===== config.mk =====
export PLATFORM = sky130hd
export DESIGN_NAME = eaptls_front
export DESIGN_NICKNAME = d
export VERILOG_FILES = /design/src/rtl/eaptls_pkg.sv /design/src/rtl/eaptls_front.sv
export SDC_FILE = /design/constraint.sdc
export NUM_CORES = 1
export LEC_CHECK = 0
export BUFFER_PORTS_ARGS = -buffer_cell sky130_fd_sc_hd__buf_4
export CORE_MARGIN = 4
export CORE_UTILIZATION = 36
export DETAILED_ROUTE_END_ITERATION = 16
export PLACE_DENSITY_LB_ADDON = 0.25
export SLEW_MARGIN = 20
export SYNTH_ARGS = -nofsm -noshare
export SYNTH_HDL_FRONTEND = slang
export SYNTH_SLANG_ARGS = --single-unit
export TNS_END_PERCENT = 1

===== constraint.sdc =====
create_clock -name clk_i -period 1.5 [get_ports clk_i]
set_input_delay 0.15 -clock clk_i [delete_from_list [all_inputs] [get_ports clk_i]]
set_output_delay 0.15 -clock clk_i [all_outputs]
set_load 0.1 [all_outputs]

===== src/rtl/eaptls_pkg.sv =====
// shared types and constants for the eap-tls fragment reassembler
// no dependencies; imported by every rtl module of the block
package eaptls_pkg;

  // receive buffer size in bytes and derived widths
  localparam int BufBytes = 4096;
  localparam int AddrW    = $clog2(BufBytes);
  localparam int CntW     = 13;
  localparam int LenBytes = 4;
  localparam int PosW     = 3;
  localparam int PosMax   = 5;

  // flags byte bit positions
  localparam int FlagLBit = 7;
  localparam int FlagMBit = 6;
  localparam int FlagSBit = 5;

  // result status codes
  localparam logic [1:0] StAccept = 2'd0;
  localparam logic [1:0] StStart  = 2'd1;
  localparam logic [1:0] StReject = 2'd2;

  // command codes
  localparam logic CmdFrag = 1'b0;
  localparam logic CmdRead = 1'b1;

  typedef struct packed {
    logic        command;
    logic [7:0]  data_byte;
    logic        last_byte;
    logic [11:0] read_index;
  } in_item_t;

  typedef struct packed {
    logic [1:0]  status;
    logic [7:0]  frag_flags;
    logic        message_complete;
    logic [12:0] bytes_held;
    logic [12:0] message_total;
    logic [7:0]  read_data;
  } out_item_t;

  // byte class decided by the front end
  typedef enum logic [2:0] {
    OP_READ    = 3'd0,
    OP_FLAGS   = 3'd1,
    OP_LEN     = 3'd2,
    OP_PAYLOAD = 3'd3,
    OP_SKIP    = 3'd4
  } op_kind_e;

  typedef struct packed {
    op_kind_e    kind;
    logic [7:0]  data_byte;
    logic        last_byte;
    logic [11:0] read_index;
    logic [7:0]  flags;
    logic        len_final;
    logic        short_len;
  } op_t;

endpackage


===== src/rtl/eaptls_front.sv =====
// front end: accepts input items, tracks fragment byte position and flags,
// and classifies each byte into an op_t; uses eaptls_pkg
module eaptls_front (
  input  logic                 clk_i,
  input  logic                 rst_ni,
  input  logic                 in_valid_i,
  output logic                 in_ready_o,
  input  eaptls_pkg::in_item_t in_data_i,
  input  logic                 full_i,
  output logic                 push_o,
  output eaptls_pkg::op_t      op_o
);
  import eaptls_pkg::*;

  logic [PosW-1:0] pos_q, pos_d;
  logic [7:0]      flags_q, flags_d;
  logic [7:0]      flags_eff;
  logic            accept;

  assign in_ready_o = !full_i;
  assign accept     = in_valid_i && in_ready_o;
  assign push_o     = accept;

  always_comb begin
    flags_eff = (pos_q == '0) ? in_data_i.data_byte : flags_q;
    op_o.data_byte  = in_data_i.data_byte;
    op_o.last_byte  = in_data_i.last_byte;
    op_o.read_index = in_data_i.read_index;
    op_o.flags      = flags_eff;
    op_o.len_final  = (pos_q == PosW'(LenBytes));
    op_o.short_len  = flags_eff[FlagLBit] && (pos_q < PosW'(LenBytes));
    if (in_data_i.command == CmdRead) begin
      op_o.kind = OP_READ;
    end else if (pos_q == '0) begin
      op_o.kind = OP_FLAGS;
    end else if (flags_eff[FlagSBit]) begin
      op_o.kind = OP_SKIP;
    end else if (flags_eff[FlagLBit] && (pos_q <= PosW'(LenBytes))) begin
      op_o.kind = OP_LEN;
    end else begin
      op_o.kind = OP_PAYLOAD;
    end
  end

  always_comb begin
    pos_d   = pos_q;
    flags_d = flags_q;
    if (accept && in_data_i.command == CmdFrag) begin
      flags_d = flags_eff;
      if (in_data_i.last_byte) begin
        pos_d = '0;
      end else if (pos_q < PosW'(PosMax)) begin
        pos_d = pos_q + 1'b1;
      end
    end
  end

  always_ff @(posedge clk_i or negedge rst_ni) begin
    if (!rst_ni) begin
      pos_q   <= '0;
      flags_q <= '0;
    end else begin
      pos_q   <= pos_d;
      flags_q <= flags_d;
    end
  end

endmodule


==> results.ini <==
[run_status]
status = complete, but fails checks
violations = negative setup slack

[global_routing]
grt_pass1_wl_um = 3201
antenna_found_initial = 0
grt_usage_pct = 13.00
grt_max_degree = 12
grt_pass1_vias = 659
globalRouteOverflowTotal = 0

[timing]
clock.fmax_mhz = 547.0
setup_tns_ns = -3.589
max_slew_margin_pct = 68.83
fin_skew_ns = 0.001671
period_needed_ns = 1.828
fin_crit_sh_pct = 121.9
setup_slack_ns = -0.3281
rsz0062_at_grt = yes
final-hold-violation-count = 0
setup_viol = 17
tightest_slew_ns = 0.4671
fin_hold_ws_ns = 0.1326
maxSlewViolCount = 0

[worst_hold_path]
holdPathStages = 2
hold_path_class = in2reg
worstHoldStart = in_data_i[15]
holdPathEnd = flags_q[2]

[critical_path]
cp-start-kind = flop
cp.required_ns = 1.35
crit_fanout = 5
worstSetupEndpointType = primary output
critPathKind = reg2out
reg2reg_to = flags_q[4]
r2r_cells = 7
timing.rr.start = pos_q[1]
reg2reg_setup_slack_ns = -0.01
cp.arrival_ns = 1.68

[place]
gp_congestion = 0.7415
port-buffer-count = 37
place_ws_ns = -0.2203
placed_cells = 128
dp_hpwl_um = 1359

[layout]
fin_cells = 138
nets = 139
final_cell_mix = buf_4 (32), buf_12 (13), dfrtp_1 (11), mux2_4 (8), mux2_2 (8)
fillCellCount = 176
drive_gt1_share_pct = 75.45
n_antenna_cell = 0
final_common_cell = buf_4
syn_to_final_growth_pct = 65.41

[drt]
drt_first_iter_violations = 12
via_per_inst = 4.855
wire_per_inst_um = 15.13
wl_um = 2088
ant_nets = 0
drc = 0
routed-via-count = 670
drt_first_pass_iters = 4

[cts]
clock-sinks = 11
cts_tree = built
cts.path.max_buffers = 2
cts_root_buffer = clkbuf_4
numCtsBuffers = 3
htreeDepth = 1
clock_latency_ns = 0.27
clkSlewWorstSetupHoldPaths_ns = 0.07

[logic_synthesis]
synth_nets = 107
ys_seq_area_share_pct = 33.08
synth_cell_type_count = 22
syn_inst = 79
synth_seq_cells = 11
ys_warn_count = 0
synth_area_per_cell_um2 = 10.53
syn_area_um2 = 832.0

[floorplan]
die-area_um2 = 3144
coreArea_um2 = 2212
start_util_pct = 37.61
boundaryPins = 62
fp-row-count = 17
chipHeight_um = 56.08
fp.dieW_um = 56.08

[job]
drv_cap = 0

-- synthesized netlist by cell type --
| cell | count | area [um2] |
|---|---|---|
| buf_4 | 22 | 165.2 |
| mux2_2 | 16 | 180.2 |
| dfrtp_1 | 11 | 275.3 |
| a21oi_1 | 6 | 30.03 |
| inv_1 | 4 | 15.01 |
| ha_1 | 2 | 25.02 |
| nand2_1 | 2 | 7.510 |
| nand2b_1 | 2 | 12.51 |
| a41o_1 | 1 | 10.01 |
| a41o_2 | 1 | 11.26 |
| and2_1 | 1 | 6.260 |
| and2b_2 | 1 | 8.760 |
| buf_2 | 1 | 5.000 |
| mux2i_1 | 1 | 10.01 |
| nand2_4 | 1 | 11.26 |
| nor2_1 | 1 | 3.750 |
| nor2b_2 | 1 | 8.760 |
| nor3_1 | 1 | 5.000 |
| nor3b_1 | 1 | 7.510 |
| nor3b_4 | 1 | 18.77 |
| o21ai_0 | 1 | 5.000 |
| o21ba_2 | 1 | 10.01 |
-- through the flow --
step,utilization (%),cell area [um2]
CTS,60.01,1328
global route,62.22,1376
detailed placement,48.36,1070
floorplan,-,878.3
finish,62.22,1376
global placement,48.36,1070
-- cell families (layout without fill, tap and decap cells) --
logic type                 Yosys count  in the layout  synth area share, %
muxes                               17             17                22.86
buffers and inverters               27             58                22.25
DFF                                 11             11                33.08
and+or+nand+nor                     12             12                10.83
adders and majority gates            2              2                3.007
AOI/OAI and AO/OA                   10             10                7.969
-- per-layer routing --
| metal | routed length (um) | track usage (%) |
|---|---|---|
| met5 | 0 | 0 |
| met4 | 17 | 7.458 |
| met3 | 158 | 3.248 |
| met2 | 1040 | 20.87 |
| met1 | 873 | 15.61 |
-- how the worst max path moves through the flow --
stage                   from       end  slack (ns)  cells after the start
floorplan           pos_q[0]  op_o[33]       -0.37                      5
detailed placement  pos_q[1]  op_o[31]       -0.22                      6
finish              pos_q[1]   op_o[3]       -0.33                      6
global route        pos_q[1]   op_o[2]       -0.37                      6
CTS                 pos_q[0]   op_o[2]       -0.32                      6
global placement    pos_q[1]  op_o[31]       -0.19                      6
-- layout make-up --
class / count / area (um2) / share of cell area, %
sequential: 11 / 275.3 / 20.00
multi-input combinational: 41 / 469.2 / 34.09
inverter: 4 / 15.01 / 1.091
clock buffer: 4 / 26.28 / 1.909
tap: 28 / 35.03 / 2.545
timing repair buffer: 50 / 555.5 / 40.36
-- repair_timing --
| action | in CTS | in global routing |
|---|---|---|
| endpoints found under the hold margin | 11 | 0 |
| hold buffers | 1 | 0 |
| setup buffers | 3 | 2 |
| endpoints found under the setup margin | 21 | 13 |
| gates resized for setup | 50 | 7 |
| pin swaps | 1 | 2 |
-- flip-flops by register name (all words and copies together), names as in the netlist --
name / count
flags_q: 8
pos_q: 3
-- critical path, cell delays in order (launching register included) --
cell and delay (ns):
dfrtp_1 0.39, inv_2 0.09, ha_4 0.13, nor2b_4 0.16, buf_6 0.15, mux2_4 0.32, buf_12 0.17
Power is not shown: default switching activity piles up to over one toggle a cycle in this logic, so the estimate is an artifact.
