`config.mk`:
```
export PLATFORM = sky130hd
export DESIGN_NAME = eaptls_queue
export DESIGN_NICKNAME = d
export VERILOG_FILES = /design/src/rtl/eaptls_pkg.sv /design/src/rtl/eaptls_queue.sv
export SDC_FILE = /design/constraint.sdc
export NUM_CORES = 1
export LEC_CHECK = 0
export ABC_AREA = 1
export BUFFER_PORTS_ARGS = -buffer_cell sky130_fd_sc_hd__buf_2
export CORE_MARGIN = 3
export CORE_UTILIZATION = 37
export DETAILED_ROUTE_END_ITERATION = 10
export PLACE_DENSITY_LB_ADDON = 0.08
export REMOVE_ABC_BUFFERS = 1
export SYNTH_ARGS = -nofsm -noshare
export SYNTH_HDL_FRONTEND = slang
export SYNTH_SLANG_ARGS = --single-unit
```
`constraint.sdc`:
```
create_clock -name clk_i -period 5.8 [get_ports clk_i]
set_input_delay 1.16 -clock clk_i [delete_from_list [all_inputs] [get_ports clk_i]]
set_output_delay 1.16 -clock clk_i [all_outputs]
set_load 0.03 [all_outputs]
```
`src/rtl/eaptls_pkg.sv`:
```
// shared types and constants for the eap-tls fragment reassembler
// no dependencies; imported by every rtl module of the block
package eaptls_pkg;

  // receive buffer size in bytes and derived widths
  localparam int BufBytes = 4096;
  localparam int AddrW    = $clog2(BufBytes);
  localparam int CntW     = 13;
  localparam int LenBytes = 4;
  localparam int PosW     = 3;
  localparam int PosMax   = 5;

  // flags byte bit positions
  localparam int FlagLBit = 7;
  localparam int FlagMBit = 6;
  localparam int FlagSBit = 5;

  // result status codes
  localparam logic [1:0] StAccept = 2'd0;
  localparam logic [1:0] StStart  = 2'd1;
  localparam logic [1:0] StReject = 2'd2;

  // command codes
  localparam logic CmdFrag = 1'b0;
  localparam logic CmdRead = 1'b1;

  typedef struct packed {
    logic        command;
    logic [7:0]  data_byte;
    logic        last_byte;
    logic [11:0] read_index;
  } in_item_t;

  typedef struct packed {
    logic [1:0]  status;
    logic [7:0]  frag_flags;
    logic        message_complete;
    logic [12:0] bytes_held;
    logic [12:0] message_total;
    logic [7:0]  read_data;
  } out_item_t;

  // byte class decided by the front end
  typedef enum logic [2:0] {
    OP_READ    = 3'd0,
    OP_FLAGS   = 3'd1,
    OP_LEN     = 3'd2,
    OP_PAYLOAD = 3'd3,
    OP_SKIP    = 3'd4
  } op_kind_e;

  typedef struct packed {
    op_kind_e    kind;
    logic [7:0]  data_byte;
    logic        last_byte;
    logic [11:0] read_index;
    logic [7:0]  flags;
    logic        len_final;
    logic        short_len;
  } op_t;

endpackage

```
`src/rtl/eaptls_queue.sv`:
```
// two-entry queue of classified ops between front and back end
// uses eaptls_pkg for op_t
module eaptls_queue (
  input  logic            clk_i,
  input  logic            rst_ni,
  input  logic            push_i,
  input  eaptls_pkg::op_t op_i,
  output logic            full_o,
  output logic            valid_o,
  output eaptls_pkg::op_t op_o,
  input  logic            pop_i
);
  import eaptls_pkg::*;

  op_t        entry_q [2];
  logic       wr_ptr_q, rd_ptr_q;
  logic [1:0] cnt_q;
  logic       do_push, do_pop;

  assign full_o  = (cnt_q == 2'd2);
  assign valid_o = (cnt_q != 2'd0);
  assign op_o    = entry_q[rd_ptr_q];
  assign do_push = push_i && !full_o;
  assign do_pop  = pop_i && valid_o;

  always_ff @(posedge clk_i) begin
    if (do_push) begin
      entry_q[wr_ptr_q] <= op_i;
    end
  end

  always_ff @(posedge clk_i or negedge rst_ni) begin
    if (!rst_ni) begin
      wr_ptr_q <= 1'b0;
      rd_ptr_q <= 1'b0;
      cnt_q    <= 2'd0;
    end else begin
      if (do_push) wr_ptr_q <= !wr_ptr_q;
      if (do_pop)  rd_ptr_q <= !rd_ptr_q;
      case ({do_push, do_pop})
        2'b10:   cnt_q <= cnt_q + 2'd1;
        2'b01:   cnt_q <= cnt_q - 2'd1;
        default: cnt_q <= cnt_q;
      endcase
    end
  end

endmodule

```
==> results of run 1 <==
==> path summary, 6_finish.rpt <==
| check | endpoint | slack [ns] |
|---|---|---|
| worst max-delay path | op_o[32] | 2.74 |
| worst min-delay path | cnt_q[1] | 0.48 |
| worst max register to register | entry_q[0][28] | 3.84 |
| worst min register to register | cnt_q[1] | 0.48 |
| max in group asynchronous | rd_ptr_q | 5.05 |
| min in group asynchronous | wr_ptr_q | 0.62 |
==> critical path, stage by stage (launching register included) <==
cell and delay [ns]:
dfrtp_1 0.46, buf_4 0.29, inv_8 0.41, nand2_1 0.09, nand2_1 0.09, buf_2 0.19
==> layout make-up <==
class                           count  area share
Clock buffer                        9     0.03342
Timing Repair Buffer               75      0.1026
Multi-Input combinational cell    121      0.2144
Sequential cell                    72      0.5780
Tap cell                          102     0.03444
Clock inverter                      7     0.02600
Inverter                            9     0.01114
==> cell families after synthesis <==
kind of cell	share of synthesized area
simple gates	0.2470
flops	0.6991
buf+inv	0.04410
compound gates	0.002859
xor+xnor	0.002859
fa+ha+maj	0.004083
==> registers in the layout, indices dropped and copies added, names as in the netlist <==
register  flops
rd_ptr_q      1
wr_ptr_q      1
entry_q      68
cnt_q         2
==> through the flow <==
| step | total power [mW] | hold slack (ns) | std cells | worst slack [ns] |
|---|---|---|---|---|
| finish | 2.082 | 0.4759 | 395 | 2.742 |
| global route | 2.204 | 0.5077 | 395 | 2.592 |
| CTS | 2.122 | 0.4778 | 395 | 2.692 |
| detailed placement | 1.695 | 0.4589 | 379 | 3.070 |
| global placement | 1.687 | 0.4598 | 379 | 3.116 |
| floorplan | 1.442 | 0.4417 | 202 | 2.712 |
==> cells in the final DEF (no fill, tap or decap), drive strengths merged <==
cell / count
edfxtp: 68
xnor2: 1
clkinvlp: 3
dfrtp: 4
bufinv: 2
inv: 9
nand2: 112
ha: 1
clkbuf: 9
nor2: 2
clkinv: 2
nand4: 1
buf: 75
o21ai: 1
nand3: 3
==> synth_stat cells (2+ instances only) <==
cell type  instances  area share
nand3_1            3      0.0049
clkbuf_4           2      0.0049
inv_2              2      0.0025
edfxtp_1          68        0.67
nand2_2           32       0.065
buf_12             3       0.020
dfrtp_1            4       0.033
inv_1              6      0.0073
nand2_4           30        0.11
nand2_1           50       0.061
==> power by group <==
| part | internal, mW | switching (mW) | total [mW] |
|---|---|---|---|
| Clock | 0.242 | 0.183 | 0.424 |
| Sequential | 0.714 | 0.0580 | 0.772 |
| Combinational | 0.241 | 0.644 | 0.885 |
| Total | 1.20 | 0.885 | 2.08 |
==> routing by layer <==
layer | global-route usage | vias to the layer above
met5 | 0 | -
met4 | 0.06156 | 2
met3 | 0.03965 | 13
met2 | 0.1953 | 50
met1 | 0.1311 | 798
li1 | - | 852
==> flow_metrics.env, run 1 <==
export IMPL_crit_required_ns=4.64
export IMPL_post_drt_wl_per_cell_um=13.08
export IMPL_final_util=0.4699
export IMPL_cts_resized=0
export IMPL_gp_congestion=0.7241
export IMPL_syn_avg_cell_area_um2=14.66
export IMPL_synth_cells=209
export IMPL_post_route_min_period_ns=3.058
export IMPL_reg2reg_from="cnt_q[1]"
export IMPL_cts_root_buf="clkbuf_8"
export IMPL_grt_max_degree=36
export IMPL_syn_area_um2=3064
export IMPL_leakagePower_nw=1.611
export IMPL_ys_flop_type="edfxtp_1"
export IMPL_peakVddDrop_v=0.0002235
export IMPL_num_nets_final=327
export IMPL_met1_length_mm=2.095
export IMPL_critPathLaunchType="flip-flop"
export IMPL_multiInputGateArea_um2=794.5
export IMPL_wl_met2_mm=2.614
export IMPL_crit_path_max_fanout=35
export IMPL_crit_type="flip-flop to output port"
export IMPL_cts_buffers=9
export IMPL_syn_to_final_growth_pct=20.95
export IMPL_grt_first_pass_wirelength_mm=8.452
export IMPL_setup_viol=0
export IMPL_antenna_found_initial=1
export IMPL_ys_warn_count=0
export IMPL_finalMaxSlewViolations=0
export IMPL_postCtsSetupRepairBufs=0
export IMPL_dieArea_um2=9410
export IMPL_h_tree_depth=3
export IMPL_cp_startpoint="rd_ptr_q"
export IMPL_powerDensity_nw_per_um2=561.8
export IMPL_cts_clk_slew_worst_paths_ns=0.07
export IMPL_fp_dieW_um=97.01
export IMPL_fmax_mhz=327.0
export IMPL_cts_hold_buf=0
export IMPL_initial_utilization=0.3885
export IMPL_cts_tree="yes"
export IMPL_hold_depth=2
export IMPL_die_h_um=97.01
export IMPL_arrival_ns=1.90
export IMPL_met3_length_um=344
export IMPL_grt_pass1_vias=1696
export IMPL_placed_area_um2=3486
export IMPL_tightestPinTransition_ns=1.007
export IMPL_design_area_um2=3706
export IMPL_final_antenna_net_count=0
export IMPL_ys_seq_elements=72
export IMPL_cts_buffer_depth=2
export IMPL_drc_errors=0
export IMPL_detail_route_vias_per_cell=4.342
export IMPL_period_share=0.5272
export IMPL_grt_overflow=0
export IMPL_rsz0062_at_grt="no"
export IMPL_fillers=721
export IMPL_synthArstFlopShare=0.05556
export IMPL_hold_path_class="flip-flop to flip-flop"
export IMPL_skew_ns=0.005772
export IMPL_routed_wirelength_mm=5.168
export IMPL_clock_latency_ns=0.33
export IMPL_cp_end_kind="output port"
export IMPL_synth_edf_count=68
export IMPL_cts_sinks=72
export IMPL_r2r_cells=6
export IMPL_hold_viol=0
export IMPL_top_layer="met5"
export IMPL_hpwl_mm=3.391
export IMPL_core_um2=7888
export IMPL_drt_iter0_drc=49
export IMPL_run_status="finished, final reports clean"
export IMPL_antenna_cells=0
export IMPL_min_from="cnt_q[1]"
export IMPL_drt_first_pass_iters=4
export IMPL_drive_gt1_frac=0.5427
export IMPL_regArea_um2=2142
export IMPL_ys_seq_area_frac=0.6991
export IMPL_vias=1715
export IMPL_portBuffers=73
export IMPL_core_rowCount=32
export IMPL_grt_usage=0.1167
export IMPL_ios=74
export IMPL_cap_violations=0
export IMPL_synth_distinct_cells=19
export IMPL_setup_tns_ns=0
export IMPL_slew_headroom=0.3269
Power figures use the tool's default switching activity.
==> run 2, diff against run 1 <==
Clock period 5.8 ns to 2.68 ns, I/O delays scaled along.
==> flow_metrics.env, run 2 (synthesis gave the netlist of run 1 again) <==
export IMPL_peakVddDrop_v=0.0005402
export IMPL_period_share=0.7878
export IMPL_grt_max_degree=36
export IMPL_dieArea_um2=9410
export IMPL_syn_to_final_growth_pct=22.62
export IMPL_cts_resized=0
export IMPL_tightestPinTransition_ns=0.4902
export IMPL_critPathLaunchType="flip-flop"
export IMPL_post_place_ws_ns=0.8974
export IMPL_post_drt_wl_per_cell_um=12.96
export IMPL_grt_usage=0.1171
export IMPL_run_status="finished, final reports clean"
export IMPL_crit_required_ns=2.14
export IMPL_final_cells=398
export IMPL_holdPathEnd="entry_q[0][24]"
export IMPL_cts_buffers=9
export IMPL_rrSetupSlack_ns=1.15
export IMPL_cts_buffer_depth=2
export IMPL_reg2reg_from="cnt_q[1]"
export IMPL_num_nets_final=330
export IMPL_rsz0062_at_grt="no"
export IMPL_cap_violations=0
export IMPL_cts_clk_slew_worst_paths_ns=0.07
export IMPL_drc_errors=0
export IMPL_portBuffers=73
export IMPL_skew_ns=0.005209
export IMPL_cts_sinks=72
export IMPL_layout_common_cells="buf_2 (73), edfxtp_1 (68), nand2_1 (50)"
export IMPL_hold_viol=0
export IMPL_arrival_ns=1.58
export IMPL_vias=1706
export IMPL_drt_iter0_drc=50
export IMPL_post_route_min_period_ns=2.111
export IMPL_cp_end_kind="output port"
export IMPL_drt_first_pass_iters=4
export IMPL_finalMaxSlewViolations=0
export IMPL_powerDensity_nw_per_um2=1223
export IMPL_routed_wirelength_mm=5.160
export IMPL_cts_root_buf="clkbuf_8"
export IMPL_largest_register="entry_q"
export IMPL_crit_path_max_fanout=35
export IMPL_h_tree_depth=3
export IMPL_core_um2=7888
export IMPL_grt_overflow=0
export IMPL_detail_route_vias_per_cell=4.286
export IMPL_leakagePower_nw=1.642
export IMPL_grt_pass1_vias=1754
export IMPL_design_area_um2=3757
export IMPL_antenna_found_initial=1
export IMPL_cp_startpoint="rd_ptr_q"
export IMPL_crit_type="flip-flop to output port"
export IMPL_ios=74
export IMPL_antenna_cells=0
export IMPL_placed_area_um2=3513
export IMPL_final_antenna_net_count=0
export IMPL_min_from="op_i[24]"
export IMPL_fin_ws_ns=0.5688
export IMPL_r2r_cells=4
export IMPL_setup_tns_ns=0
export IMPL_core_rowCount=32
export IMPL_slew_headroom=0.6732
export IMPL_fp_dieW_um=97.01
export IMPL_setup_viol=0
export IMPL_layout_commonest_cell="buf_2"
export IMPL_reg2reg_to="entry_q[1][7]"
export IMPL_fmax_mhz=473.7
export IMPL_clock_latency_ns=0.33
export IMPL_hpwl_mm=3.370
export IMPL_dp_cells=381
export IMPL_initial_utilization=0.3885
export IMPL_cts_tree="yes"
export IMPL_gp_congestion=0.7285
export IMPL_hold_path_class="primary input to flip-flop"
export IMPL_largest_register_ffs=68
export IMPL_grt_first_pass_wirelength_mm=8.418
export IMPL_reg_largest_list="entry_q (68), cnt_q (2)"
export IMPL_drive_gt1_frac=0.5372
export IMPL_hold_depth=1
export IMPL_die_h_um=97.01
==> run 2: cell count changes in the layout (fill, tap and decap cells not counted), sizes merged <==
cell / delta
buf: +2
bufinv: +1
clkinv: +1
clkinvlp: -2
dlygate4sd3: +1
==> run 2: worst max-delay path by stage <==
stage                                to  depth (start not counted)  slack, ns
after floorplan           entry_q[1][0]                          2       0.22
after global placement          op_o[7]                          4       0.91
after detailed placement        op_o[8]                          4       0.90
after CTS                       op_o[8]                          4       0.52
after global routing           op_o[24]                          4       0.45
final                          op_o[17]                          4       0.57
==> run 2: area by class of cell <==
type / instances / area [um^2]
well taps: 102 / 127.6
repair buffers: 78 / 417.9
clock inverters: 7 / 110.1
clock buffers: 9 / 123.9
flip-flops and latches: 72 / 2142
inverters: 9 / 41.29
fillers: 736 / 4130
multi-input cells: 121 / 794.5
==> run 2: per-stage QoR <==
| stage | total power [mW] | hold slack [ns] | utilization |
|---|---|---|---|
| final | 4.596 | 0.3831 | 0.4764 |
| after global routing | 4.875 | 0.3698 | 0.4764 |
| after CTS | 4.687 | 0.3668 | 0.4764 |
| after global placement | 3.675 | 0.3575 | 0.4454 |
| after detailed placement | 3.693 | 0.3554 | 0.4454 |
| after floorplan | 3.121 | 0.2404 | - |
==> run 2: per-layer routing <==
metal  part of all wire  vias to the layer above  global-route usage
li1                   -                      860                   -
met1               0.40                      778              0.1310
met2               0.51                       55              0.1996
met3              0.071                       11             0.04037
met4              0.014                        2             0.05508
met5             0.0014                        -                   0
==> run 2: critical path, stage by stage (launching register included) <==
cell     delay (ns)
dfrtp_1        0.44
buf_4          0.40
nand2_1        0.11
nand2_2        0.09
buf_2          0.19
==> run 2: power breakdown <==
part / switching (mW) / total, mW / internal [mW]
combinational: 1.40 / 1.95 / 0.548
clock: 0.372 / 0.982 / 0.610
sequential: 0.124 / 1.67 / 1.54
==> run 2: what timing repair did <==
| action | CTS | global route |
|---|---|---|
| setup endpoints to repair | 0 | 0 |
| hold endpoints to repair | 4 | 0 |
| buffers inserted | 0 | 0 |
| hold buffers | 1 | 0 |
